**config.mk**
```make
export PLATFORM = sky130hd
export DESIGN_NAME = sbd_front_flat
export DESIGN_NICKNAME = d
export VERILOG_FILES = /design/src/design/sbd_pkg.sv /design/src/design/sbd_if.sv /design/src/design/sbd_front.sv /design/src/flat_wrapper.sv
export SDC_FILE = /design/constraint.sdc
export NUM_CORES = 1
export LEC_CHECK = 0
export BUFFER_PORTS_ARGS = -buffer_cell sky130_fd_sc_hd__buf_2
export CORE_MARGIN = 10
export CORE_UTILIZATION = 45
export CTS_CLUSTER_SIZE = 10
export DETAILED_ROUTE_END_ITERATION = 10
export PLACE_DENSITY = 0.68
export SLEW_MARGIN = 5
export SYNTH_ARGS = -nofsm -noshare
export SYNTH_HDL_FRONTEND = slang
export SYNTH_SLANG_ARGS = --single-unit
```
**constraint.sdc**
```tcl
create_clock -name clk_i -period 4.3 [get_ports clk_i]
set_input_delay 0.86 -clock clk_i [delete_from_list [all_inputs] [get_ports clk_i]]
set_output_delay 0.86 -clock clk_i [all_outputs]
set_load 0.05 [all_outputs]
```
**src/design/sbd_pkg.sv**
```systemverilog
// Shared constants, register indexes and the pipeline control struct of the
// sub-band beat detector. No dependencies.
package sbd_pkg;

  // Default geometry of the detector.
  localparam int NUM_BANDS_DEF     = 32;
  localparam int BINS_PER_BAND_DEF = 32;
  localparam int HISTORY_LEN_DEF   = 43;

  // Fixed field widths.
  localparam int MAG_W    = 16;
  localparam int ENERGY_W = 16;
  localparam int FRAME_W  = 32;
  localparam int VOTE_W   = 6;
  localparam int THR_W    = 6;
  localparam int REFR_W   = 8;

  localparam logic [VOTE_W-1:0] VOTE_MAX = '1;

  // Configuration port.
  localparam int CFG_IDX_W  = 1;
  localparam int CFG_DATA_W = 8;

  localparam logic [CFG_IDX_W-1:0] CFG_VOTE_THRESHOLD    = 1'd0;
  localparam logic [CFG_IDX_W-1:0] CFG_REFRACTORY_FRAMES = 1'd1;

  localparam logic [THR_W-1:0]  VOTE_THR_RST = 6'd31;
  localparam logic [REFR_W-1:0] REFR_RST     = 8'd30;

  // Control carried alongside each pipeline event.
  typedef struct packed {
    logic               vld;          // event present
    logic               close;        // a band closes with this event
    logic               last;         // frame ends with this event
    logic               emit;         // frame end gives a result
    logic               full;         // history window full before this frame
    logic [FRAME_W-1:0] frame_number;
  } sbd_ctl_t;

endpackage

```
**src/design/sbd_if.sv**
```systemverilog
// Stream interfaces of the beat detector: spectrum bins in, beat results out.
// Depends on sbd_pkg.
interface sbd_bin_if;
  import sbd_pkg::*;

  logic               valid;
  logic               ready;
  logic [MAG_W-1:0]   left_mag;
  logic [MAG_W-1:0]   right_mag;
  logic [FRAME_W-1:0] frame_number;
  logic               last_bin;

  modport source (output valid, left_mag, right_mag, frame_number, last_bin, input ready);
  modport sink   (input valid, left_mag, right_mag, frame_number, last_bin, output ready);
endinterface


```
**src/design/sbd_front.sv**
```systemverilog
// Front end: bin position tracking, band accumulation and frame bookkeeping.
// Emits one event per band close or frame end. Depends on sbd_pkg, sbd_if.
module sbd_front #(
  parameter int NUM_BANDS     = sbd_pkg::NUM_BANDS_DEF,
  parameter int BINS_PER_BAND = sbd_pkg::BINS_PER_BAND_DEF,
  parameter int HISTORY_LEN   = sbd_pkg::HISTORY_LEN_DEF,
  localparam int BAND_W  = $clog2(NUM_BANDS),
  localparam int ACC_W   = $clog2(2 * BINS_PER_BAND) + sbd_pkg::MAG_W,
  localparam int HADDR_W = $clog2(NUM_BANDS * HISTORY_LEN)
) (
  input  logic                 clk_i,
  input  logic                 rst_ni,
  input  logic                 adv_i,
  sbd_bin_if.sink              bins_i,
  output sbd_pkg::sbd_ctl_t    s1_ctl_o,
  output logic [ACC_W-1:0]     s1_acc_o,
  output logic [BAND_W-1:0]    s1_band_o,
  output logic [HADDR_W-1:0]   s1_haddr_o
);
  import sbd_pkg::*;

  localparam int POS_W   = $clog2(BINS_PER_BAND);
  localparam int BANDC_W = $clog2(NUM_BANDS + 1);
  localparam int SLOT_W  = $clog2(HISTORY_LEN);
  localparam int FILL_W  = $clog2(HISTORY_LEN + 1);

  logic [POS_W-1:0]   pos_q, pos_d;
  logic [BANDC_W-1:0] band_q, band_d;
  logic [ACC_W-1:0]   acc_q, acc_d;
  logic [FILL_W-1:0]  fill_q, fill_d;
  logic [SLOT_W-1:0]  slot_q, slot_d;

  logic               accept, in_range, band_end, close, full;
  logic [ACC_W-1:0]   acc_sum;
  logic [FILL_W-1:0]  fill_inc;
  logic [HADDR_W-1:0] haddr;
  sbd_ctl_t           ctl_d, ctl_q;
  logic [ACC_W-1:0]   acc_out_q;
  logic [BAND_W-1:0]  band_out_q;
  logic [HADDR_W-1:0] haddr_out_q;

  assign bins_i.ready = adv_i;
  assign accept       = bins_i.valid && adv_i;

  assign in_range = band_q < BANDC_W'(NUM_BANDS);
  assign band_end = pos_q == POS_W'(BINS_PER_BAND - 1);
  assign close    = in_range && (band_end || bins_i.last_bin);
  assign acc_sum  = acc_q + ACC_W'(bins_i.left_mag) + ACC_W'(bins_i.right_mag);
  assign full     = fill_q == FILL_W'(HISTORY_LEN);
  assign fill_inc = full ? fill_q : fill_q + 1'b1;
  assign haddr    = HADDR_W'(band_q[BAND_W-1:0]) * HADDR_W'(HISTORY_LEN) + HADDR_W'(slot_q);

  always_comb begin
    pos_d  = pos_q;
    band_d = band_q;
    acc_d  = acc_q;
    fill_d = fill_q;
    slot_d = slot_q;
    if (accept) begin
      if (bins_i.last_bin) begin
        pos_d  = '0;
        band_d = '0;
        acc_d  = '0;
        fill_d = fill_inc;
        slot_d = (slot_q == SLOT_W'(HISTORY_LEN - 1)) ? '0 : slot_q + 1'b1;
      end else if (in_range) begin
        acc_d = close ? '0 : acc_sum;
        if (band_end) begin
          pos_d  = '0;
          band_d = band_q + 1'b1;
        end else begin
          pos_d = pos_q + 1'b1;
        end
      end
    end
  end

  always_comb begin
    ctl_d.vld          = accept && (close || bins_i.last_bin);
    ctl_d.close        = close;
    ctl_d.last         = bins_i.last_bin;
    ctl_d.emit         = bins_i.last_bin && (fill_inc == FILL_W'(HISTORY_LEN));
    ctl_d.full         = full;
    ctl_d.frame_number = bins_i.frame_number;
  end

  always_ff @(posedge clk_i or negedge rst_ni) begin
    if (!rst_ni) begin
      pos_q  <= '0;
      band_q <= '0;
      acc_q  <= '0;
      fill_q <= '0;
      slot_q <= '0;
      ctl_q  <= '0;
    end else begin
      pos_q  <= pos_d;
      band_q <= band_d;
      acc_q  <= acc_d;
      fill_q <= fill_d;
      slot_q <= slot_d;
      if (adv_i) begin
        ctl_q <= ctl_d;
      end
    end
  end

  always_ff @(posedge clk_i) begin
    if (adv_i) begin
      acc_out_q   <= acc_sum;
      band_out_q  <= band_q[BAND_W-1:0];
      haddr_out_q <= haddr;
    end
  end

  assign s1_ctl_o   = ctl_q;
  assign s1_acc_o   = acc_out_q;
  assign s1_band_o  = band_out_q;
  assign s1_haddr_o = haddr_out_q;

`ifndef SYNTHESIS
  // Slot and fill count move in step until the window is full.
  assert property (@(posedge clk_i) disable iff (!rst_ni)
    !full |-> slot_q == SLOT_W'(fill_q))
    else $error("history slot out of step with fill count");

  assert property (@(posedge clk_i) disable iff (!rst_ni)
    band_q <= BANDC_W'(NUM_BANDS))
    else $error("band index ran past the last band");
`endif

endmodule

```
**src/flat_wrapper.sv**
```systemverilog
// flat-port wrapper written by rule: the top's interface ports become plain ports
module sbd_front_flat import sbd_pkg::*;
#(
  parameter int NUM_BANDS     = sbd_pkg::NUM_BANDS_DEF,
  parameter int BINS_PER_BAND = sbd_pkg::BINS_PER_BAND_DEF,
  parameter int HISTORY_LEN   = sbd_pkg::HISTORY_LEN_DEF,
  localparam int BAND_W  = $clog2(NUM_BANDS),
  localparam int ACC_W   = $clog2(2 * BINS_PER_BAND) + sbd_pkg::MAG_W,
  localparam int HADDR_W = $clog2(NUM_BANDS * HISTORY_LEN)
)
  (clk_i, rst_ni, adv_i, s1_ctl_o, s1_acc_o, s1_band_o, s1_haddr_o, bins_i_valid, bins_i_left_mag, bins_i_right_mag, bins_i_frame_number, bins_i_last_bin, bins_i_ready);
  sbd_bin_if bins_i_i ();
  input  logic clk_i;
  input  logic rst_ni;
  input  logic adv_i;
  output sbd_pkg::sbd_ctl_t s1_ctl_o;
  output logic [ACC_W-1:0] s1_acc_o;
  output logic [BAND_W-1:0] s1_band_o;
  output logic [HADDR_W-1:0] s1_haddr_o;
  input wire logic [$bits(bins_i_i.valid)-1:0] bins_i_valid;
  input wire logic [$bits(bins_i_i.left_mag)-1:0] bins_i_left_mag;
  input wire logic [$bits(bins_i_i.right_mag)-1:0] bins_i_right_mag;
  input wire logic [$bits(bins_i_i.frame_number)-1:0] bins_i_frame_number;
  input wire logic [$bits(bins_i_i.last_bin)-1:0] bins_i_last_bin;
  output wire logic [$bits(bins_i_i.ready)-1:0] bins_i_ready;
  assign bins_i_i.valid = bins_i_valid;
  assign bins_i_i.left_mag = bins_i_left_mag;
  assign bins_i_i.right_mag = bins_i_right_mag;
  assign bins_i_i.frame_number = bins_i_frame_number;
  assign bins_i_i.last_bin = bins_i_last_bin;
  assign bins_i_ready = bins_i_i.ready;
  sbd_front #(.NUM_BANDS(NUM_BANDS), .BINS_PER_BAND(BINS_PER_BAND), .HISTORY_LEN(HISTORY_LEN)) u_core (.clk_i(clk_i), .rst_ni(rst_ni), .adv_i(adv_i), .bins_i(bins_i_i), .s1_ctl_o(s1_ctl_o), .s1_acc_o(s1_acc_o), .s1_band_o(s1_band_o), .s1_haddr_o(s1_haddr_o));
endmodule
```
==> metrics.md, run 1 <==
| Metric | Value |
|---|---|
| Total die area | `between 15000 and 20000 um^2` |
| Critical Path Max Stage Delay | `0.54 ns` |
| Post-synth EDFFs | `38` |
| N_diodes | `0` |
| Worst IR Drop VDD | `approximately 0.40 mV` |
| Worst Hold Class | `reg2reg` |
| Leading cell types in the layout, fill and taps excluded | `142 x buf_2, 82 x dfrtp_1, 45 x inv_1, 44 x ha_1, 38 x edfxtp_1` |
| Yosys cell types | `58` |
| Syn avg cell area | `between 10 and 15 um^2` |
| Share of cells above drive strength 1 | `approximately a third` |
| CP Buf/Inv Count | `2` |
| Synthesized instance count | `540` |
| RSZ-0062 raised after global routing | `no` |
| FMAX | `~290 MHz` |
| Via-to-Cell Ratio | `a little over 5` |
| Register bit total from synthesis | `120` |
| PortBufs | `144` |
| GP Congestion | `0.804` |
| CP delay by family, top | `adder cells` |
| First-pass GRT wire length | `approximately 24 mm` |
| Layout Nets | `roughly 820` |
| Clk_lat worst skew | `0.41 ns` |
| H-tree depth | `4` |
| Clock Tree Buf Depth | `2` |
| Row count | `43` |
| Io pins | `about 150` |
| Most common cell after layout, fill and taps aside | `buf_2` |
| Initial antenna violation count | `0` |
| Pre-CTS WS | `0.542 ns` |
| Final setup fails | `0` |
| CTS Root Buffer Type | `clkbuf_16` |
| Critical Path, Cell by Cell | `ha_1, inv_1, fa_1, fa_1, inv_1, ha_1, a21o_1, a21oi_1, o21bai_1, a21oi_1, nor2b_1, o21ai_0, xnor2_1` |
| CP arrival | `~3.7 ns` |
| Average wire per standard cell | `~17 um` |
| DR vias | `4538` |
| Area grow syn2layout | `22.3%` |
| Clock Sinks | `120` |
| Worst Skew | `about 0.0086 ns` |
| Gr usage total | `around 15%` |
| Post_cts resized | `0` |
| CP Max Fanout | `5` |
| Final HPWL DP | `around 11 mm` |
| Post-CTS setup buffer count | `0` |
| CTS tree | `done` |
| Syn_nets | `just under 700` |
| CP Launch Type | `flop` |
| Chip width | `between 100 and 150 um` |
| Core area | `about 14000 um^2` |
| Die H | `approximately 140 um` |
| Fin crit period | `~3.5 ns` |
| Setup ws final | `0.810 ns` |
| Final Cycle Share | `between 80% and 90%` |
| Setup CP Type | `reg2reg` |
| Residual DRC count | `0` |
| PD cells | `approximately 700 nW/um^2` |
| Final Non-Filler Cells | `just under 900` |
| Initial Utilization | `46.4%` |
| WP data required | `4.46 ns` |
| Pre-Repair DR Iteration Count | `6` |
| CTS hold repair buffers | `0` |
| Slowest CP cell | `fa_1` |
| Placed insts | `between 800 and 900` |
| Endpoints failing hold | `0` |
| Worst Setup End Kind | `flop` |
| Share of synthesized flip-flops with an asynchronous set or reset | `roughly two thirds` |
| Pin count of the biggest net entering global routing | `slightly above 80` |
| Clock slew at reported path FFs | `0.05 ns` |
| Final WL | `around 15 mm` |
| Starting DRT DRC Count | `about 240` |
| R2R depth | `13` |
| Hold Path Stages | `2` |
| Vias in the first global route | `approximately 4900` |
| Tightest Pin Transition | `between 1 and 1.5 ns` |
| Status | `completed` |
| Most used DFF post-synth | `dfrtp_1` |
| Seq/Total Area, Yosys | `49.2%` |
| Mapped Area | `~6500 um^2` |
| Pins Over Slew Limit | `0` |
| Critical path depth | `13` |
| Static Leak | `~3.8 nW` |
| Ys Warns | `0` |
| Final ANT Viol Nets | `0` |
| Sum Neg Setup Slack | `0 ns` |
| CTS Buf Count | `17` |
| # Max-Cap Violations | `0` |
| Worst slew margin | `28.0%` |
| Gr ovfl total | `0` |
[power breakdown]
| part | switching (W) | total, W | internal (W) | leakage, nW |
|---|---|---|---|---|
| Clock | 0.000490 | 0.00133 | 0.000842 | 0.284 |
| Combinational | 0.00153 | 0.00233 | 0.000796 | 2.07 |
| Sequential | 0.000197 | 0.00176 | 0.00156 | 1.39 |
[layout make-up]
type	instances	area (um^2)
sequential	120	3190
fill	1210	6050
clock buffer	25	527
multi-input combinational	355	3050
inverter	45	169
tap	180	225
timing repair buffer	146	741
clock inverter	7	38.8
[metal layers]
metal / up-vias / GRT usage, % / wire, um
met4: 0 / 5.76 / 222
li1: 2192 / - / -
met3: 17 / 4.80 / 818
met5: - / 0 / 0
met2: 115 / 25.3 / 7200
met1: 2214 / 17.2 / 6300
[worst reg2reg max path, stage by stage (launching register included)]
cell	delay, ns
dfrtp_1	0.43
ha_1	0.30
inv_1	0.05
fa_1	0.50
fa_1	0.54
inv_1	0.04
ha_1	0.32
a21o_1	0.17
a21oi_1	0.21
o21bai_1	0.08
a21oi_1	0.22
nor2b_1	0.07
o21ai_0	0.19
xnor2_1	0.09
[cells by family after synthesis]
logic type | synth area share, %
xor+xnor | 4.72
flops | 49.2
simple gates | 8.71
fa+ha+maj | 16.5
compound gates | 10.4
mux | 6.57
buf+inv | 3.85
[registers in the layout (all words and copies together), names as in the netlist]
register           count
u_core.acc_q          22
u_core.band_q          6
u_core.fill_q          6
u_core.pos_q           5
u_core.s1_acc_o       22
u_core.s1_band_o       5
u_core.s1_ctl_o       37
u_core.s1_haddr_o     11
u_core.slot_q          6
[cells in the mapped netlist, drive strengths merged (2+ instances only)]
library cell	number	area [um^2]
or3	3	18.8
edfxtp	38	1140
nand4	8	50.1
a41oi	4	42.6
nor2	26	100
inv	45	169
xnor2	29	254
a31oi	4	25.0
nor4b	2	17.5
o211ai	4	35.0
nor3b	2	15.0
fa	26	521
mux2	37	417
nor2b	5	31.3
o21ai	24	124
nand3	11	55.1
nor3	4	25.0
o31ai	4	30.0
a22o	12	105
o41ai	2	25.0
dfrtp	82	2050
buf	6	27.5
a21oi	20	104
and3	6	37.5
xor2	6	52.6
nand3b	2	18.8
a21o	7	52.6
o21bai	4	30.0
clkbuf	14	53.8
ha	44	551
o21a	3	22.5
nand2	37	139
nand2b	5	31.3
[metrics by stage]
step           utilization, %  total power [W]  area (um^2)  hold slack (ns)
2_1_floorplan               -          0.00356         6490            0.443
4_1_cts                  56.8          0.00548         7940            0.494
5_1_grt                  56.8          0.00578         7940            0.511
6_report                 56.8          0.00542         7940            0.489
3_5_place_dp             52.7          0.00410         7380            0.482
3_3_place_gp             52.7          0.00404         7380            0.461
[path summary, 6_finish.rpt]
check / slack, ns / endpoint / startpoint
min in group asynchronous: 0.63 / u_core.acc_q[9]$_DFFE_PN0P_ / rst_ni
min reg2reg: 0.49 / u_core.pos_q[4]$_DFFE_PN0P_ / u_core.pos_q[4]$_DFFE_PN0P_
max in group asynchronous: 2.96 / u_core.band_q[2]$_DFFE_PN0P_ / rst_ni
min: 0.49 / u_core.pos_q[4]$_DFFE_PN0P_ / u_core.pos_q[4]$_DFFE_PN0P_
max reg2reg: 0.81 / u_core.s1_haddr_o[10]$_DFFE_PP_ / u_core.band_q[4]$_DFFE_PN0P_
max: 0.81 / u_core.s1_haddr_o[10]$_DFFE_PP_ / u_core.band_q[4]$_DFFE_PN0P_
No activity file was read; power rests on OpenSTA's default activity.
==> inputs of run 2 (changes only) <==
Settings changed: PLACE_DENSITY 0.68 to 0.71.
Clock period 4.3 ns to 2.9 ns, I/O delays scaled along.
==> run 2 against run 1 <==
Effect of this change:
- the run now ends with setup timing left
- first-iteration DRC count is 1.7% lower
- sequential power is 47% higher
- clock-buffer cell count is 2 higher
- sequential share of layout area is 2.9 points lower
- combinational power is 79% higher
- die area stayed put
- power is 60% higher
- design area is 7.9% higher
- maximum frequency is 10% higher
- sequential cell count stayed put
- critical path type unchanged
- largest power group unchanged
==> metrics.md, run 2 (synthesis gave the netlist of run 1 again) <==
| Metric | Value |
|---|---|
| Status | `complete, but fails checks` |
| Violated checks | `setup timing` |
| H-tree depth | `4 (unchanged)` |
| Worst Skew | `0.00663 ns (-0.00201 ns)` |
| GP Congestion | `0.834 (+3.7%)` |
| Area grow syn2layout | `32.0%` |
| Clock slew at reported path FFs | `0.05 ns (about the same)` |
| Most common cell after layout, fill and taps aside | `buf_2` |
| Share of cells above drive strength 1 | `40.7% (+8.6 points)` |
| Starting DRT DRC Count | `232 (-1.7%)` |
| Fillers | `1143 (-5.5%)` |
| Placed insts | `904 (+6.9%)` |
| Pin count of the biggest net entering global routing | `47 (-43%)` |
| FMAX | `317 MHz (+10%)` |
| Endpoints failing hold | `0 (unchanged)` |
| RSZ-0062 raised after global routing | `yes` |
| Fin crit period | `3.16 ns (-0.332 ns)` |
| Io pins | `145 (unchanged)` |
| CTS tree | `done` |
| Gr ovfl total | `0 (unchanged)` |
| Clk_lat worst skew | `0.42 ns (about the same)` |
| CP Max Fanout | `3 (-2)` |
| Leading cell types in the layout, fill and taps excluded | `142 x buf_2, 80 x dfrtp_1, 67 x buf_4, 39 x inv_1, 39 x ha_1` |
| Final setup fails | `6 (+6)` |
| Fin Hold WS | `0.143 ns (-0.345 ns)` |
| Tightest Pin Transition | `0.675 ns (-0.405 ns)` |
| Worst slew margin | `54.6% (+27 points)` |
| DR vias | `4871 (+7.3%)` |
| Initial antenna violation count | `0 (unchanged)` |
| Gr usage total | `16.0% (+1.1 points)` |
| Pwr Total | `0.00868 W (+60%)` |
| Area of the multi-input gates | `3190 um^2 (+4.6%)` |
| Final Non-Filler Cells | `941 (+7.2%)` |
| Core area | `14000 um^2 (unchanged)` |
| Clock Tree Buf Depth | `2 (unchanged)` |
| Average wire per standard cell | `16.5 um (-0.37%)` |
| FF/Latch Area | `3200 um^2 (about the same)` |
| Final ANT Viol Nets | `0 (unchanged)` |
| Chip width | `140 um (unchanged)` |
| Initial Utilization | `46.4% (unchanged)` |
| # Max-Cap Violations | `0 (unchanged)` |
| PortBufs | `144 (unchanged)` |
| WP data required | `3.05 ns (-1.41 ns)` |
| Total die area | `19600 um^2 (unchanged)` |
| Final HPWL DP | `11.7 mm (+9.2%)` |
| First-pass GRT wire length | `25.6 mm (+6.8%)` |
| Layout Nets | `889 (+7.9%)` |
| Final Cycle Share | `109% (+28 points)` |
| Static Leak | `4.06 nW (+8.3%)` |
| CP Launch Type | `flop` |
| Pre-CTS WS | `-0.436 ns (-0.978 ns)` |
| CTS Root Buffer Type | `clkbuf_16` |
| Worst Setup End Kind | `flop` |
| Worst IR Drop VDD | `0.527 mV (+32%)` |
| Worst Hold Class | `in2async` |
| Vias in the first global route | `5373 (+9.8%)` |
| Max reg flops | `37 (unchanged)` |
| Final WL | `15.5 mm (+6.8%)` |
| N_diodes | `0 (unchanged)` |
| CP arrival | `3.31 ns (-0.34 ns)` |
| Clock Sinks | `120 (unchanged)` |
| Setup CP Type | `reg2reg` |
| CTS Buf Count | `17 (unchanged)` |
| R2R depth | `12 (-1)` |
| Pins Over Slew Limit | `0 (unchanged)` |
| Layout Utilization | `61.3% (+4.5 points)` |
| Worst reg2reg startpoint | `u_core.band_q[4]$_DFFE_PN0P_` |
| Via-to-Cell Ratio | `5.18 (+0.15%)` |
| Row count | `43 (unchanged)` |
| R2r setup slk | `-0.26 ns (-1.07 ns)` |
| Pre-Repair DR Iteration Count | `6 (unchanged)` |
| PD cells | `1010 nW/um^2 (+48%)` |
| Residual DRC count | `0 (unchanged)` |
| Die H | `140 um (unchanged)` |
| Setup ws final | `-0.259 ns (-1.07 ns)` |
| Critical R2R Capture | `u_core.s1_haddr_o[9]$_DFFE_PP_` |
## run 2: cell types whose count changed in the layout (fill, tap and decap cells not counted), moves of 4 or more
cell | before | now
inv_2 | 0 | 5
ha_1 | 44 | 39
inv_1 | 45 | 39
ha_4 | 0 | 4
buf_4 | 4 | 67
## run 2: layer usage
metal	part of all wire [%]	up-vias	wire length [um]	global-route usage, %
met3	6.6	24	1030	5.48
met4	2.2	0	335	7.77
met5	0	-	0	0
li1	-	2332	-	-
met1	42	2370	6480	18.2
met2	49	145	7680	26.4
## run 2: what timing repair did
action                                  in CTS  in global routing
endpoints found under the hold margin        0                  0
pin swaps                                    2                  7
setup buffers                                5                  2
endpoints found under the setup margin       7                 16
resized for setup                            3                 17
hold buffers                                 0                  0
## run 2: critical path, stage by stage, from the launching register on
cell and delay [ns]:
dfrtp_1 0.43, ha_1 0.31, inv_1 0.05, fa_1 0.45
fa_1 0.51, inv_2 0.05, ha_4 0.24, a21oi_2 0.20
nor2b_4 0.05, nor2_1 0.09, nor2_1 0.07, o41ai_2 0.31
xnor2_1 0.12
## run 2: where the power goes
group / switching, W / internal [W] / leakage, nW
clock network: 0.000708 / 0.00122 / 0.268
registers: 0.000268 / 0.00232 / 1.39
logic: 0.00249 / 0.00167 / 2.40
## run 2: through the flow
step / TNS (ns) / area, um^2
3_5_place_dp: -5.70 / 7880
4_1_cts: -0.856 / 8470
5_1_grt: -2.09 / 8570
3_3_place_gp: -4.87 / 7880
6_report: -0.707 / 8570
2_1_floorplan: -0.457 / 6540
## run 2: worst max path at each step
stage / start / to / slack (ns) / cells past startpoint
after floorplan: u_core.band_q[1]$_DFFE_PN0P_ / u_core.s1_haddr_o[10]$_DFFE_PP_ / -0.17 / 13
after global placement: bins_i_right_mag[1] / u_core.acc_q[19]$_DFFE_PN0P_ / -0.41 / 14
after detailed placement: bins_i_right_mag[1] / u_core.s1_acc_o[19]$_DFFE_PP_ / -0.44 / 14
after CTS: u_core.band_q[2]$_DFFE_PN0P_ / u_core.s1_haddr_o[10]$_DFFE_PP_ / -0.25 / 12
after global routing: u_core.band_q[4]$_DFFE_PN0P_ / u_core.s1_haddr_o[9]$_DFFE_PP_ / -0.41 / 12
final: u_core.band_q[4]$_DFFE_PN0P_ / u_core.s1_haddr_o[9]$_DFFE_PP_ / -0.26 / 12
## run 2: area by class of cell
cell class | instances | share of cell area [%]
clock inverters | 3 | 0.175
multi-input cells | 355 | 37.2
well taps | 180 | 2.63
repair buffers | 211 | 14.5
inverters | 45 | 2.06
flip-flops and latches | 120 | 37.3
clock buffers | 27 | 6.12
