`config.mk`:
```
export PLATFORM = sky130hd
export DESIGN_NAME = sbd_vote_flat
export DESIGN_NICKNAME = d
export VERILOG_FILES = /design/src/design/sbd_pkg.sv /design/src/design/sbd_if.sv /design/src/design/sbd_vote.sv /design/src/flat_wrapper.sv
export SDC_FILE = /design/constraint.sdc
export NUM_CORES = 1
export LEC_CHECK = 0
export ABC_AREA = 1
export CORE_MARGIN = 5
export CORE_UTILIZATION = 43
export CTS_CLUSTER_SIZE = 16
export DETAILED_ROUTE_END_ITERATION = 12
export DONT_BUFFER_PORTS = 1
export REMOVE_ABC_BUFFERS = 1
export SLEW_MARGIN = 20
export SYNTH_ARGS = -nofsm -noshare
export SYNTH_HDL_FRONTEND = slang
export SYNTH_SLANG_ARGS = --single-unit
```
`constraint.sdc`:
```
create_clock -name clk_i -period 5.05 [get_ports clk_i]
set_input_delay 0.7575 -clock clk_i [delete_from_list [all_inputs] [get_ports clk_i]]
set_output_delay 0.7575 -clock clk_i [all_outputs]
set_load 0.02 [all_outputs]
```
`src/design/sbd_pkg.sv`:
```
// Shared constants, register indexes and the pipeline control struct of the
// sub-band beat detector. No dependencies.
package sbd_pkg;

  // Default geometry of the detector.
  localparam int NUM_BANDS_DEF     = 32;
  localparam int BINS_PER_BAND_DEF = 32;
  localparam int HISTORY_LEN_DEF   = 43;

  // Fixed field widths.
  localparam int MAG_W    = 16;
  localparam int ENERGY_W = 16;
  localparam int FRAME_W  = 32;
  localparam int VOTE_W   = 6;
  localparam int THR_W    = 6;
  localparam int REFR_W   = 8;

  localparam logic [VOTE_W-1:0] VOTE_MAX = '1;

  // Configuration port.
  localparam int CFG_IDX_W  = 1;
  localparam int CFG_DATA_W = 8;

  localparam logic [CFG_IDX_W-1:0] CFG_VOTE_THRESHOLD    = 1'd0;
  localparam logic [CFG_IDX_W-1:0] CFG_REFRACTORY_FRAMES = 1'd1;

  localparam logic [THR_W-1:0]  VOTE_THR_RST = 6'd31;
  localparam logic [REFR_W-1:0] REFR_RST     = 8'd30;

  // Control carried alongside each pipeline event.
  typedef struct packed {
    logic               vld;          // event present
    logic               close;        // a band closes with this event
    logic               last;         // frame ends with this event
    logic               emit;         // frame end gives a result
    logic               full;         // history window full before this frame
    logic [FRAME_W-1:0] frame_number;
  } sbd_ctl_t;

endpackage

```
`src/design/sbd_if.sv`:
```


interface sbd_res_if;
  import sbd_pkg::*;

  logic              valid;
  logic              ready;
  logic              beat;
  logic [VOTE_W-1:0] votes;

  modport source (output valid, beat, votes, input ready);
  modport sink   (input valid, beat, votes, output ready);
endinterface

```
`src/design/sbd_vote.sv`:
```
// Vote counting, beat decision with refractory gap, configuration registers
// and the result output register. Depends on sbd_pkg, sbd_if.
module sbd_vote #(
  parameter int NUM_BANDS   = sbd_pkg::NUM_BANDS_DEF,
  parameter int HISTORY_LEN = sbd_pkg::HISTORY_LEN_DEF,
  localparam int SUM_W = sbd_pkg::ENERGY_W + $clog2(HISTORY_LEN)
) (
  input  logic                              clk_i,
  input  logic                              rst_ni,
  input  sbd_pkg::sbd_ctl_t                 s3_ctl_i,
  input  logic [SUM_W-1:0]                  s3_sum_i,
  input  logic [SUM_W-1:0]                  s3_ehl_i,
  input  logic                              cfg_we_i,
  input  logic [sbd_pkg::CFG_IDX_W-1:0]     cfg_idx_i,
  input  logic [sbd_pkg::CFG_DATA_W-1:0]    cfg_data_i,
  sbd_res_if.source                         results_o,
  output logic                              adv_o
);
  import sbd_pkg::*;

  logic [THR_W-1:0]   thr_q;
  logic [REFR_W-1:0]  refr_q;
  logic [VOTE_W-1:0]  cnt_q, cnt_plus;
  logic [FRAME_W-1:0] last_beat_q;
  logic               out_vld_q, out_beat_q;
  logic [VOTE_W-1:0]  out_votes_q;
  logic               vote, emit, fire, beat;

  assign vote     = s3_ctl_i.vld && s3_ctl_i.close && (s3_ehl_i > s3_sum_i);
  assign cnt_plus = (vote && cnt_q != VOTE_MAX) ? cnt_q + 1'b1 : cnt_q;
  assign emit     = s3_ctl_i.vld && s3_ctl_i.last && s3_ctl_i.emit;
  // Hold the pipeline only when a new result would land on a waiting one.
  assign adv_o    = !(emit && out_vld_q && !results_o.ready);
  assign fire     = adv_o && emit;
  assign beat     = (cnt_plus >= VOTE_W'(thr_q)) &&
                    ((s3_ctl_i.frame_number - last_beat_q) > FRAME_W'(refr_q));

  always_ff @(posedge clk_i or negedge rst_ni) begin
    if (!rst_ni) begin
      thr_q  <= VOTE_THR_RST;
      refr_q <= REFR_RST;
    end else if (cfg_we_i) begin
      case (cfg_idx_i)
        CFG_VOTE_THRESHOLD:    thr_q  <= cfg_data_i[THR_W-1:0];
        CFG_REFRACTORY_FRAMES: refr_q <= cfg_data_i[REFR_W-1:0];
        default: ;
      endcase
    end
  end

  always_ff @(posedge clk_i or negedge rst_ni) begin
    if (!rst_ni) begin
      cnt_q       <= '0;
      last_beat_q <= '0;
      out_vld_q   <= 1'b0;
    end else begin
      if (adv_o && s3_ctl_i.vld) begin
        cnt_q <= s3_ctl_i.last ? '0 : cnt_plus;
      end
      if (fire && beat) begin
        last_beat_q <= s3_ctl_i.frame_number;
      end
      if (fire) begin
        out_vld_q <= 1'b1;
      end else if (results_o.ready) begin
        out_vld_q <= 1'b0;
      end
    end
  end

  always_ff @(posedge clk_i) begin
    if (fire) begin
      out_beat_q  <= beat;
      out_votes_q <= cnt_plus;
    end
  end

  assign results_o.valid = out_vld_q;
  assign results_o.beat  = out_beat_q;
  assign results_o.votes = out_votes_q;

`ifndef SYNTHESIS
  // Each band closes at most once per frame.
  assert property (@(posedge clk_i) disable iff (!rst_ni)
    int'(cnt_q) <= NUM_BANDS)
    else $error("vote count exceeds band count");

  // A result never overwrites one still waiting at the output.
  assert property (@(posedge clk_i) disable iff (!rst_ni)
    (out_vld_q && !results_o.ready) |-> !fire)
    else $error("waiting result overwritten");
`endif

endmodule

```
`src/flat_wrapper.sv`:
```
// flat-port wrapper written by rule: the top's interface ports become plain ports
module sbd_vote_flat import sbd_pkg::*;
#(
  parameter int NUM_BANDS   = sbd_pkg::NUM_BANDS_DEF,
  parameter int HISTORY_LEN = sbd_pkg::HISTORY_LEN_DEF,
  localparam int SUM_W = sbd_pkg::ENERGY_W + $clog2(HISTORY_LEN)
)
  (clk_i, rst_ni, s3_ctl_i, s3_sum_i, s3_ehl_i, cfg_we_i, cfg_idx_i, cfg_data_i, adv_o, results_o_valid, results_o_beat, results_o_votes, results_o_ready);
  sbd_res_if results_o_i ();
  input  logic clk_i;
  input  logic rst_ni;
  input  sbd_pkg::sbd_ctl_t s3_ctl_i;
  input  logic [SUM_W-1:0] s3_sum_i;
  input  logic [SUM_W-1:0] s3_ehl_i;
  input  logic cfg_we_i;
  input  logic [sbd_pkg::CFG_IDX_W-1:0] cfg_idx_i;
  input  logic [sbd_pkg::CFG_DATA_W-1:0] cfg_data_i;
  output logic adv_o;
  output wire logic [$bits(results_o_i.valid)-1:0] results_o_valid;
  output wire logic [$bits(results_o_i.beat)-1:0] results_o_beat;
  output wire logic [$bits(results_o_i.votes)-1:0] results_o_votes;
  input wire logic [$bits(results_o_i.ready)-1:0] results_o_ready;
  assign results_o_valid = results_o_i.valid;
  assign results_o_beat = results_o_i.beat;
  assign results_o_votes = results_o_i.votes;
  assign results_o_i.ready = results_o_ready;
  sbd_vote #(.NUM_BANDS(NUM_BANDS), .HISTORY_LEN(HISTORY_LEN)) u_core (.clk_i(clk_i), .rst_ni(rst_ni), .s3_ctl_i(s3_ctl_i), .s3_sum_i(s3_sum_i), .s3_ehl_i(s3_ehl_i), .cfg_we_i(cfg_we_i), .cfg_idx_i(cfg_idx_i), .cfg_data_i(cfg_data_i), .results_o(results_o_i), .adv_o(adv_o));
endmodule
```
==> results.md, run 1 <==
* Share of post-route cells with drive strength above 1 at 3.68%
* Number of buffer cells added on primary ports at 0
* Post-route DRC violation count at 0
* Final non-filler cell total at 1158
* Cts hold-fix bufs at 0
* Number of nets with antenna violations after routing at 0
* Final Hold Viols at 0
* Area growth from synthesis to layout at 8.09%
* Final estimated routing congestion in global placement at 0.846
* Width of the chip at 128 um
* Critical Path Max Stage Delay at 0.39 ns
* Instance count of the mapped netlist at 971
* Core Box Area at 13800 um^2
* Pin count of the biggest net entering global routing at 54
* Max-slew violation count at 0
* First-pass GRT wire length at 25.3 mm
* Relative slew slack at 53.7%
* Final period demand of the worst path at 4.04 ns
* Worst-path fanout max at 32
* Average cell area after synthesis at 6.21 um^2
* Most common cell type on the critical path: sky130_fd_sc_hd__nand2_1
* RSZ-0062 raised after global routing: false
* Clock skew after layout at 0.00679 ns
* Vias post-DR at 5574
* Worst path required time at 5.27 ns
* Final worst path period share at 79.9%
* Sort of element at the end of the critical path: flip-flop
* Worst min-delay path class: input port to async pin
* Layout Cell Area excl Fill at 6520 um^2
* Global routing usage summed across all routing layers at 19.0%
* YS warnings at 0
* Net total in the final layout at 1136
* Max_cap viols at 0
* Sw power at 0.00154 W
* CTS buffer count at 9
* Startpoint kind of the worst setup timing path: input port
* Summed negative setup slack over all endpoints at 0 ns
* Crit path max-delay cell type: sky130_fd_sc_hd__nor4_1
* Total congestion overflow at 0
* Register-to-register setup slack at 1.21 ns
* Post-synth cell types at 35
* Cell count after placement at 1141
* H-tree level count at 3
* Share of total power in combinational logic at 59.6%
* I/O Pins at 103
* Actual slew at the worst max-slew pin at 0.692 ns
* Post_cts resized at 0
* Share of the yosys chip area belonging to registers at 25.7%
* Fin util at 47.2%
* Post-DR wirelength/cell at 13.0 um
* Setup violations, final at 0
* Number of sinks handled by clock tree synthesis at 60
* Maximum count of clock buffers along a single path at 2
* Total of flip-flops plus latches after synthesis at 60
* Post-detail-place hpwl at 12.2 mm
* Reg-to-reg startpoint: u_core.last_beat_q[0]$_DFFE_PN0P_
* CTS Root Cell: sky130_fd_sc_hd__clkbuf_16
* Clock latency reported for the late side of the worst-skew pair at 0.34 ns
* Post-DP Area at 6220 um^2
* Internal at 0.00165 W
* Ordered list of cells on the worst path: inv_1 > ha_1 > nand2_1 > nor4_1 > nand3_1 > nand4_1 > nand2_1 > o21a_1 > ha_1 > a21boi_0 > o21a_1 > o21a_1 > o21a_1 > o21ai_0 > nand2_1 > buf_4 > nand3_4 > nand2_1 > nand2_1
* Launching instance or port of the critical path: s3_sum_i[21]
* Post-Synthesis Cell Area at 6030 um^2
* Std-Cell Rows at 43
* Number of DRC violations after detailed-routing iteration 0 at 357
* Critical Path AT at 4.26 ns
* CTS tree: built
* Max Clk Rate at 248 MHz
* Setup CP Type: input port to flip-flop
* Antenna violations before repair at 0
* Portion of total power attributed to the clock network at 18.1%
* Routed vias/inst at 4.81
* Number of detailed-routing iterations run before antenna repair at 5
* Vias in the first global route at 5224
* Max rail drop VDD at 208 uV
* Post-CTS Setup Bufs at 0
* Initial Util at 43.6%
* Clk slew on worst S/H paths at 0.06 ns
* Overall die area at 16500 um^2
* Die extent in y at 128 um
* Proportion of total power due to net switching at 48.2%
* Leak pwr at 3.82 nW
* P per Cell Area at 489 nW/um^2
* Final routed wirelength across all metal layers at 15.1 mm
* Run status: complete, no violations
* Share of power burned in registers at 22.3%
* Diode insertion count for antenna repair at 0
## power groups by stage
stage	Clock (W)	Sequential, W	Combinational [W]
after CTS	0.000592	0.000712	0.00191
after global routing	0.000614	0.000734	0.00223
final	0.000576	0.000712	0.00190
after floorplan	0	0.000701	0.00148
after detailed placement	0	0.000718	0.00190
after global placement	0	0.000717	0.00188
## metal layers
metal  vias up  GRT usage, %  wire [um]
li1       3038             -          -
met3        16          4.28        961
met1      2397          24.6       7140
met2       123          31.3       6750
met5         -             0          0
met4         0          6.55        252
## stage by stage
stage	total power, W	hold WS [ns]	worst slack, ns
floorplan	0.00219	0.442	0.842
global placement	0.00259	0.454	0.687
detailed placement	0.00261	0.458	0.649
CTS	0.00321	0.0976	0.974
global route	0.00357	0.0967	0.517
finish	0.00319	0.112	1.01
## worst paths after layout
| kind | to | cells after the start |
|---|---|---|
| worst min register to register | u_core.last_beat_q[25]$_DFFE_PN0P_ | 2 |
| max in group asynchronous | u_core.thr_q[3]$_DFFE_PN1P_ | 0 |
| worst min-delay path | u_core.last_beat_q[15]$_DFFE_PN0P_ | 0 |
| worst max register to register | u_core.results_o.beat$_DFFE_PP_ | 23 |
| worst max-delay path | u_core.last_beat_q[14]$_DFFE_PN0P_ | 19 |
| min in group clk_i | u_core.last_beat_q[25]$_DFFE_PN0P_ | 2 |
## registers in the layout, summed over array words and instances, names as in the netlist
name / flops
u_core.refr_q: 8
u_core.thr_q: 6
u_core.results_o.beat: 1
u_core.cnt_q: 6
u_core.last_beat_q: 32
u_core.results_o.valid: 1
u_core.results_o.votes: 6
## cell families (layout without fill, tap and decap cells)
kind of cell	Yosys count	in the layout	share of synthesized area, %
compound gates	73	73	6.72
xor+xnor	12	12	1.74
fa+ha+maj	69	69	14.4
buf+inv	221	228	14.2
flops	60	60	25.7
simple gates	536	536	37.3
## layout by cell type, fill, tap and decap left out, types with 10 or more instances in the layout
master,n
sky130_fd_sc_hd__nand2_1,360
sky130_fd_sc_hd__inv_1,205
sky130_fd_sc_hd__nor2_1,68
sky130_fd_sc_hd__ha_1,68
sky130_fd_sc_hd__nand4_1,45
sky130_fd_sc_hd__dfrtp_1,44
sky130_fd_sc_hd__nand3_1,37
sky130_fd_sc_hd__a21oi_1,34
sky130_fd_sc_hd__o21ai_0,23
sky130_fd_sc_hd__xor2_1,10
## critical path, delay by kind of cell
kind	cells	cell delay, ns
compound gates	6	0.88
fa+ha+maj	2	0.55
buf+inv	2	0.27
simple gates	9	1.80
## Yosys cell counts
master / n / area share [%]
sky130_fd_sc_hd__dfrtp_1: 44 / 18
sky130_fd_sc_hd__a21o_1: 1 / 0.12
sky130_fd_sc_hd__o21ai_0: 23 / 1.9
sky130_fd_sc_hd__inv_2: 2 / 0.12
sky130_fd_sc_hd__and2_1: 4 / 0.41
sky130_fd_sc_hd__nand3b_1: 6 / 0.75
sky130_fd_sc_hd__inv_1: 205 / 13
sky130_fd_sc_hd__nand3_4: 1 / 0.29
sky130_fd_sc_hd__edfxtp_1: 7 / 3.5
sky130_fd_sc_hd__a21oi_1: 34 / 2.8
sky130_fd_sc_hd__a31oi_1: 1 / 0.10
sky130_fd_sc_hd__nand4_1: 45 / 4.7
sky130_fd_sc_hd__o211ai_1: 1 / 0.12
sky130_fd_sc_hd__o21a_1: 6 / 0.75
sky130_fd_sc_hd__nor3b_1: 1 / 0.12
sky130_fd_sc_hd__a21oi_2: 1 / 0.15
sky130_fd_sc_hd__a21boi_0: 1 / 0.12
sky130_fd_sc_hd__xnor2_1: 2 / 0.29
sky130_fd_sc_hd__o21ai_1: 1 / 0.083
sky130_fd_sc_hd__nor4_1: 4 / 0.41
sky130_fd_sc_hd__o221ai_1: 2 / 0.29
sky130_fd_sc_hd__ha_1: 68 / 14
sky130_fd_sc_hd__or2_1: 1 / 0.10
sky130_fd_sc_hd__buf_2: 3 / 0.25
sky130_fd_sc_hd__dfstp_2: 9 / 3.9
sky130_fd_sc_hd__clkbuf_1: 8 / 0.50
sky130_fd_sc_hd__nand2_1: 360 / 22
sky130_fd_sc_hd__xor2_1: 10 / 1.5
sky130_fd_sc_hd__fa_1: 1 / 0.33
sky130_fd_sc_hd__o21bai_1: 2 / 0.25
sky130_fd_sc_hd__buf_6: 3 / 0.56
sky130_fd_sc_hd__nor3_1: 7 / 0.58
sky130_fd_sc_hd__nand3_1: 37 / 3.1
sky130_fd_sc_hd__nor2_1: 69 / 4.3
sky130_fd_sc_hd__nand3_2: 1 / 0.17
## layout make-up
cell class	instances	area (um^2)
Timing Repair Buffer	5	57.6
Fill cell	1490	7310
Clock buffer	9	225
Sequential cell	60	1550
Tap cell	180	225
Inverter	207	777
Multi-Input combinational cell	690	3640
Clock inverter	7	51.3
Note: power is estimated with default switching activity, not from simulation.
==> run 2, diff against run 1 <==
- clock period: 5.05 -> 4.05 ns (I/O delays scaled with it)
==> run 2 against run 1 <==
Compared with the run above:
- via count increased by 0.66%
- sequential share of layout area decreased by 0.30 points
- register-to-register slack got worse by 0.71 ns
- clock power increased by 51%
- cell count increased by 0.35%
- utilization increased by 0.60 points
- critical path type unchanged
- hold slack got worse by 0.0056 ns
- largest cell class unchanged
- worst setup slack got worse by 0.60 ns
==> results.md, run 2 (same netlist as run 1, synthesis figures left out) <==
* Number of DRC violations after detailed-routing iteration 0 at 314 (-12%)
* Startpoint kind of the worst setup timing path: input port
* Vias post-DR at 5611 (+0.66%)
* CTS Root Cell: sky130_fd_sc_hd__clkbuf_16
* Highest metal used: met4
* Met3 Routed Length at 894 um (-7.0%)
* Number of fillers in the final layout at 1483 (-0.47%)
* Cts hold-fix bufs at 1 (+1)
* Global routing usage summed across all routing layers at 19.8% (+0.81 points)
* Clk slew on worst S/H paths at 0.06 ns (about the same)
* Area growth from synthesis to layout at 9.46%
* Std-Cell Rows at 43 (unchanged)
* Pin count of the biggest net entering global routing at 45 (-17%)
* First-pass GRT wire length at 26.4 mm (+4.3%)
* Clock latency reported for the late side of the worst-skew pair at 0.34 ns (about the same)
* Max rail drop VDD at 263 uV (+27%)
* Commonest non-fill, non-tap cell in the layout: sky130_fd_sc_hd__nand2_1
* Die extent in y at 128 um (unchanged)
* Post-DP Area at 6250 um^2 (+0.48%)
* Relative slew slack at 54.0% (+0.24 points)
* P per Cell Area at 627 nW/um^2 (+28%)
* Register-to-register setup slack at 0.50 ns (-0.71 ns)
* CTS tree: built
* Final period demand of the worst path at 3.63 ns
* Post_cts resized at 0 (unchanged)
* Met1 routed wirelength after detailed routing at 7.36 mm (+3.1%)
* Final Worst Setup Slack at 0.416 ns (-0.597 ns)
* Post-detail-place hpwl at 12.5 mm (+2.1%)
* Reg2Reg Depth at 23 (unchanged)
* Post-CTS Setup Bufs at 0 (unchanged)
* Post-route DRC violation count at 0 (unchanged)
* Overall die area at 16500 um^2 (unchanged)
* Routed vias/inst at 4.83 (+0.32%)
* Clock skew after layout at 0.00905 ns (+0.00226 ns)
* Worst min-delay path class: input port to async pin
* Number of flip-flops under the largest register name at 32 (unchanged)
* Final worst path period share at 89.7%
* Setup CP Type: input port to flip-flop
* Initial Util at 43.6% (unchanged)
* Worst-path fanout max at 32 (unchanged)
* Final Hold Viols at 0 (unchanged)
* Layout Cell Area excl Fill at 6600 um^2 (+1.3%)
* Setup violations, final at 0 (unchanged)
* Met2 wire len at 7.06 mm (+4.7%)
* CTS buffer count at 9 (unchanged)
* Total congestion overflow at 0 (unchanged)
* Ordered list of cells on the worst path: inv_1 > ha_1 > nand2_1 > nor4_1 > nand3_1 > nand4_1 > nand2_1 > o21a_1 > ha_1 > a21boi_0 > o21a_1 > o21a_1 > o21a_1 > o21ai_0 > nand2_1 > nand3_4 > nand2_1 > nand2_1
* I/O Pins at 103 (unchanged)
* Sort of element at the end of the critical path: flip-flop
* Worst path required time at 4.33 ns (-0.94 ns)
* Most common cell type on the critical path: sky130_fd_sc_hd__nand2_1
* Most frequent cells in the layout: sky130_fd_sc_hd__nand2_1 (360), sky130_fd_sc_hd__inv_1 (205), sky130_fd_sc_hd__nor2_1 (68), sky130_fd_sc_hd__ha_1 (68), sky130_fd_sc_hd__nand4_1 (45)
* Max Clk Rate at 275 MHz
* Max_cap viols at 0 (unchanged)
* Net total in the final layout at 1140 (+0.35%)
* Largest reg by FF count: u_core.last_beat_q
* Post-DR wirelength/cell at 13.4 um (+2.9%)
* H-tree level count at 3 (unchanged)
* Diode insertion count for antenna repair at 0 (unchanged)
* Critical Path Max Stage Delay at 0.40 ns (about the same)
* Number of detailed-routing iterations run before antenna repair at 5 (unchanged)
* Number of nets with antenna violations after routing at 0 (unchanged)
* Leak pwr at 3.86 nW (+1.2%)
* Width of the chip at 128 um (unchanged)
* Run status: complete, no violations
* Registers with the most flip-flops: u_core.last_beat_q x32, u_core.refr_q x8
* Worst Setup Slack post-DPL at 0.137 ns (-0.511 ns)
* Actual slew at the worst max-slew pin at 0.689 ns (-0.00357 ns)
* Max-slew violation count at 0 (unchanged)
* Worst Hold Slack at 0.106 ns (-0.00560 ns)
* Antenna violations before repair at 0 (unchanged)
* Total chip power at 0.00414 W (+30%)
* Share of post-route cells with drive strength above 1 at 3.97% (+0.29 points)
* RSZ-0062 raised after global routing: false
* Final routed wirelength across all metal layers at 15.6 mm (+3.2%)
* Final estimated routing congestion in global placement at 0.839 (-0.82%)
* Number of sinks handled by clock tree synthesis at 60 (unchanged)
* Fin util at 47.8% (+0.60 points)
* Core Box Area at 13800 um^2 (unchanged)
* Vias in the first global route at 5475 (+4.8%)
* Maximum count of clock buffers along a single path at 2 (unchanged)
* Critical Path AT at 3.91 ns (-0.35 ns)
* Crit path max-delay cell type: sky130_fd_sc_hd__nor4_1
* Number of buffer cells added on primary ports at 0 (unchanged)
## run 2: cell types whose count changed in the layout (fill, tap and decap cells not counted)
cell	previous run	this run
sky130_fd_sc_hd__clkinvlp_4	2	1
sky130_fd_sc_hd__buf_4	4	8
sky130_fd_sc_hd__clkinv_4	2	0
sky130_fd_sc_hd__bufinv_16	0	2
sky130_fd_sc_hd__clkinv_2	2	1
sky130_fd_sc_hd__clkbuf_8	0	2
sky130_fd_sc_hd__clkbuf_1	0	1
sky130_fd_sc_hd__inv_6	1	0
## run 2: worst max-delay path, delay by kind of cell
family / cells / cell delay, ns
AND/OR/NAND/NOR: 9 / 1.68
AO/OA/AOI/OAI: 6 / 1.04
buffers and inverters: 1 / 0.02
adder cells (fa/ha/maj): 2 / 0.56
## run 2: metal layers
layer / vias up / global-route usage (%)
li1: 3045 / -
met2: 106 / 32.7
met4: 0 / 5.49
met5: - / 0
met3: 18 / 4.90
met1: 2442 / 25.9
## run 2: per-stage QoR
| stage | cells | setup TNS [ns] |
|---|---|---|
| finish | 1162 | 0 |
| global route | 1162 | 0 |
| CTS | 1162 | 0 |
| detailed placement | 1145 | 0 |
| global placement | 1145 | 0 |
| floorplan | 957 | -0.255 |
## run 2: final timing paths
kind | start | to
setup / recovery | s3_sum_i[21] | u_core.last_beat_q[20]$_DFFE_PN0P_
hold / removal | rst_ni | u_core.thr_q[2]$_DFFE_PN1P_
setup reg to reg | u_core.last_beat_q[0]$_DFFE_PN0P_ | u_core.last_beat_q[20]$_DFFE_PN0P_
hold reg to reg | u_core.last_beat_q[26]$_DFFE_PN0P_ | u_core.last_beat_q[26]$_DFFE_PN0P_
max in group asynchronous | rst_ni | u_core.last_beat_q[7]$_DFFE_PN0P_
min in group clk_i | results_o_ready | u_core.results_o.valid$_DFFE_PN0P_
## run 2: area by class of cell
| cell class | count | area [um^2] | area share, % |
|---|---|---|---|
| multi-input cells | 690 | 3640 | 55.1 |
| flip-flops and latches | 60 | 1550 | 23.4 |
| inverters | 207 | 777 | 11.8 |
| clock buffers | 12 | 256 | 3.88 |
| well taps | 180 | 225 | 3.41 |
| repair buffers | 9 | 87.6 | 1.33 |
| clock inverters | 4 | 72.6 | 1.10 |
## run 2: power breakdown
group	total [W]	internal, W	switching, W
sequential	0.000889	0.000794	0.0000946
clock	0.000867	0.000571	0.000296
combinational	0.00239	0.000852	0.00153
==> run 3, diff against run 2 <==
- PLACE_DENSITY: unset -> 0.68
==> run 3 against run 2 <==
Compared with the run above:
- clock power up 13%
- first-iteration DRC count grew 0.64%
- critical path type is now flip-flop to flip-flop
- largest power group unchanged
- via count rose by 3.1%
- highest routed layer unchanged
- worst setup slack gained 0.074 ns
==> results.md, run 3 (same netlist as run 1, synthesis figures left out) <==
* Run status: complete, no violations
* Actual slew at the worst max-slew pin at 0.702 ns (+0.0131 ns)
* Number of sinks handled by clock tree synthesis at 60 (unchanged)
* GRT busiest layer: met2
* Number of detailed-routing iterations run before antenna repair at 5 (unchanged)
* Core Box Area at 13800 um^2 (unchanged)
* Post-route DRC violation count at 0 (unchanged)
* Setup violations, final at 0 (unchanged)
* Max rail drop VDD at 234 uV (-11%)
* Max-slew violation count at 0 (unchanged)
* Met1 demand-to-capacity share in global routing at 25.3% (-0.64 points)
* Clock skew after layout at 0.00962 ns (+0.000568 ns)
* Pin count of the biggest net entering global routing at 45 (unchanged)
* CTS buffer count at 9 (unchanged)
* Overall die area at 16500 um^2 (unchanged)
* Global routing met3 resource utilization at 4.77% (-0.12 points)
* Number of flip-flops under the largest register name at 32 (unchanged)
* Critical Path Max Stage Delay at 0.46 ns (+0.06 ns)
* Diode insertion count for antenna repair at 0 (unchanged)
* Buffers plus inverters on the worst setup path at 1 (unchanged)
* Largest reg by FF count: u_core.last_beat_q
* CTS Root Cell: sky130_fd_sc_hd__clkbuf_16
* Final worst path period share at 87.9% (-1.8 points)
* Width of the chip at 128 um (unchanged)
* Worst-path fanout max at 32 (unchanged)
* First-pass GRT wire length at 25.3 mm (-4.1%)
* Most common cell type on the critical path: sky130_fd_sc_hd__nand2_1
* CTS tree: built
* Max_cap viols at 0 (unchanged)
* Share of post-route cells with drive strength above 1 at 4.07% (+0.10 points)
* I/O Pins at 103 (unchanged)
* Number of buffer cells added on primary ports at 0 (unchanged)
* Global routing usage summed across all routing layers at 18.9% (-0.97 points)
* Area growth from synthesis to layout at 10.2%
* Cell count after placement at 1145 (unchanged)
* Final Worst Setup Slack at 0.490 ns (+0.0742 ns)
* Vias post-DR at 5784 (+3.1%)
* Initial Util at 43.6% (unchanged)
* Worst path required time at 4.33 ns (about the same)
* Startpoint kind of the worst setup timing path: flip-flop
* Ordered list of cells on the worst path: ha_1 > inv_1 > fa_1 > nand2_1 > nand2_1 > nand3_1 > nand2_1 > xor2_1 > ha_1 > nand2_1 > nor2_1 > nand4_1 > nand2_1 > nand3_1 > nor2_1 > nand2_1 > nor2_1 > nand2_1 > nor2_1 > nand3_2 > nand3_4 > nand2_1 > nand2_1
* Number of DRC violations after detailed-routing iteration 0 at 316 (+0.64%)
* Clk slew on worst S/H paths at 0.06 ns (about the same)
* Critical Path AT at 3.84 ns (-0.07 ns)
* Top delay family on crit path: simple AND/OR/NAND/NOR gates
* Final routed wirelength across all metal layers at 15.1 mm (-3.4%)
* Relative slew slack at 53.1% (-0.88 points)
* Total congestion overflow at 0 (unchanged)
* Antenna violations before repair at 0 (unchanged)
* Maximum count of clock buffers along a single path at 2 (unchanged)
* Die extent in y at 128 um (unchanged)
* Final estimated routing congestion in global placement at 0.903 (+7.7%)
* Leak pwr at 3.88 nW (+0.57%)
* RSZ-0062 raised after global routing: false
* Commonest non-fill, non-tap cell in the layout: sky130_fd_sc_hd__nand2_1
* Sort of element at the end of the critical path: flip-flop
* P per Cell Area at 638 nW/um^2 (+1.7%)
* Std-Cell Rows at 43 (unchanged)
* Fraction of met2 tracks used by global routing at 30.3% (-2.4 points)
* Setup CP Type: flip-flop to flip-flop
* Vias in the first global route at 5349 (-2.3%)
* Final Hold Viols at 0 (unchanged)
* Worst Setup Slack post-DPL at 0.162 ns (+0.0250 ns)
* Post-CTS Setup Bufs at 0 (unchanged)
* Post-DR wirelength/cell at 13.0 um (-3.4%)
* Registers with the most flip-flops: u_core.last_beat_q x32, u_core.refr_q x8
* Register-to-register setup slack at 0.49 ns (about the same)
* Max Clk Rate at 281 MHz (+2.1%)
* Crit path max-delay cell type: sky130_fd_sc_hd__fa_1
* H-tree level count at 3 (unchanged)
* Number of nets with antenna violations after routing at 0 (unchanged)
* Routed vias/inst at 4.98 (+3.1%)
* Worst min-delay path class: input port to async pin
* Final non-filler cell total at 1162 (unchanged)
* Clock latency reported for the late side of the worst-skew pair at 0.35 ns (about the same)
* Most frequent cells in the layout: sky130_fd_sc_hd__nand2_1 (360), sky130_fd_sc_hd__inv_1 (205), sky130_fd_sc_hd__nor2_1 (68), sky130_fd_sc_hd__ha_1 (68), sky130_fd_sc_hd__nand4_1 (45)
* Final period demand of the worst path at 3.56 ns (-0.0742 ns)
* Net total in the final layout at 1140 (unchanged)
* Post-detail-place hpwl at 12.3 mm (-1.4%)
* Post_cts resized at 0 (unchanged)
* Cts hold-fix bufs at 1 (unchanged)
[run 3: routing by layer]
metal,routed length (um),vias to the layer above,part of all wire (%)
met4,239,0,1.6
met5,0,-,0
li1,-,3045,-
met2,6580,149,44
met1,7130,2571,47
met3,1120,19,7.4
[run 3: layout make-up]
class | count | area (um^2)
multi-input combinational | 690 | 3640
inverter | 207 | 777
fill | 1449 | 7180
tap | 180 | 225
sequential | 60 | 1550
timing repair buffer | 9 | 87.6
clock buffer | 9 | 225
clock inverter | 7 | 146
[run 3: power breakdown]
part           internal, W  switching (W)  total (W)
Combinational     0.000854        0.00152    0.00237
Sequential        0.000794      0.0000976   0.000892
Clock             0.000668       0.000307   0.000976
Total              0.00232        0.00192    0.00424
[run 3: through the flow]
step | hold WS, ns | setup TNS (ns) | util, % | power, W | area, um^2
after global placement | 0.316 | 0 | 45.2 | 0.00320 | 6250
after detailed placement | 0.316 | 0 | 45.2 | 0.00323 | 6250
after CTS | 0.0935 | 0 | 48.1 | 0.00425 | 6650
after global routing | 0.0911 | 0 | 48.1 | 0.00469 | 6650
after floorplan | 0.312 | -0.255 | - | 0.00272 | 5950
final | 0.103 | 0 | 48.1 | 0.00424 | 6650
[run 3: worst paths after layout]
check	from	to	depth (start not counted)
max in group asynchronous	rst_ni	u_core.last_beat_q[16]$_DFFE_PN0P_	1
max	u_core.last_beat_q[0]$_DFFE_PN0P_	u_core.last_beat_q[29]$_DFFE_PN0P_	23
min in group clk_i	results_o_ready	u_core.results_o.valid$_DFFE_PN0P_	1
min reg2reg	u_core.last_beat_q[1]$_DFFE_PN0P_	u_core.last_beat_q[1]$_DFFE_PN0P_	2
max reg2reg	u_core.last_beat_q[0]$_DFFE_PN0P_	u_core.last_beat_q[29]$_DFFE_PN0P_	23
min	rst_ni	u_core.thr_q[1]$_DFFE_PN1P_	0
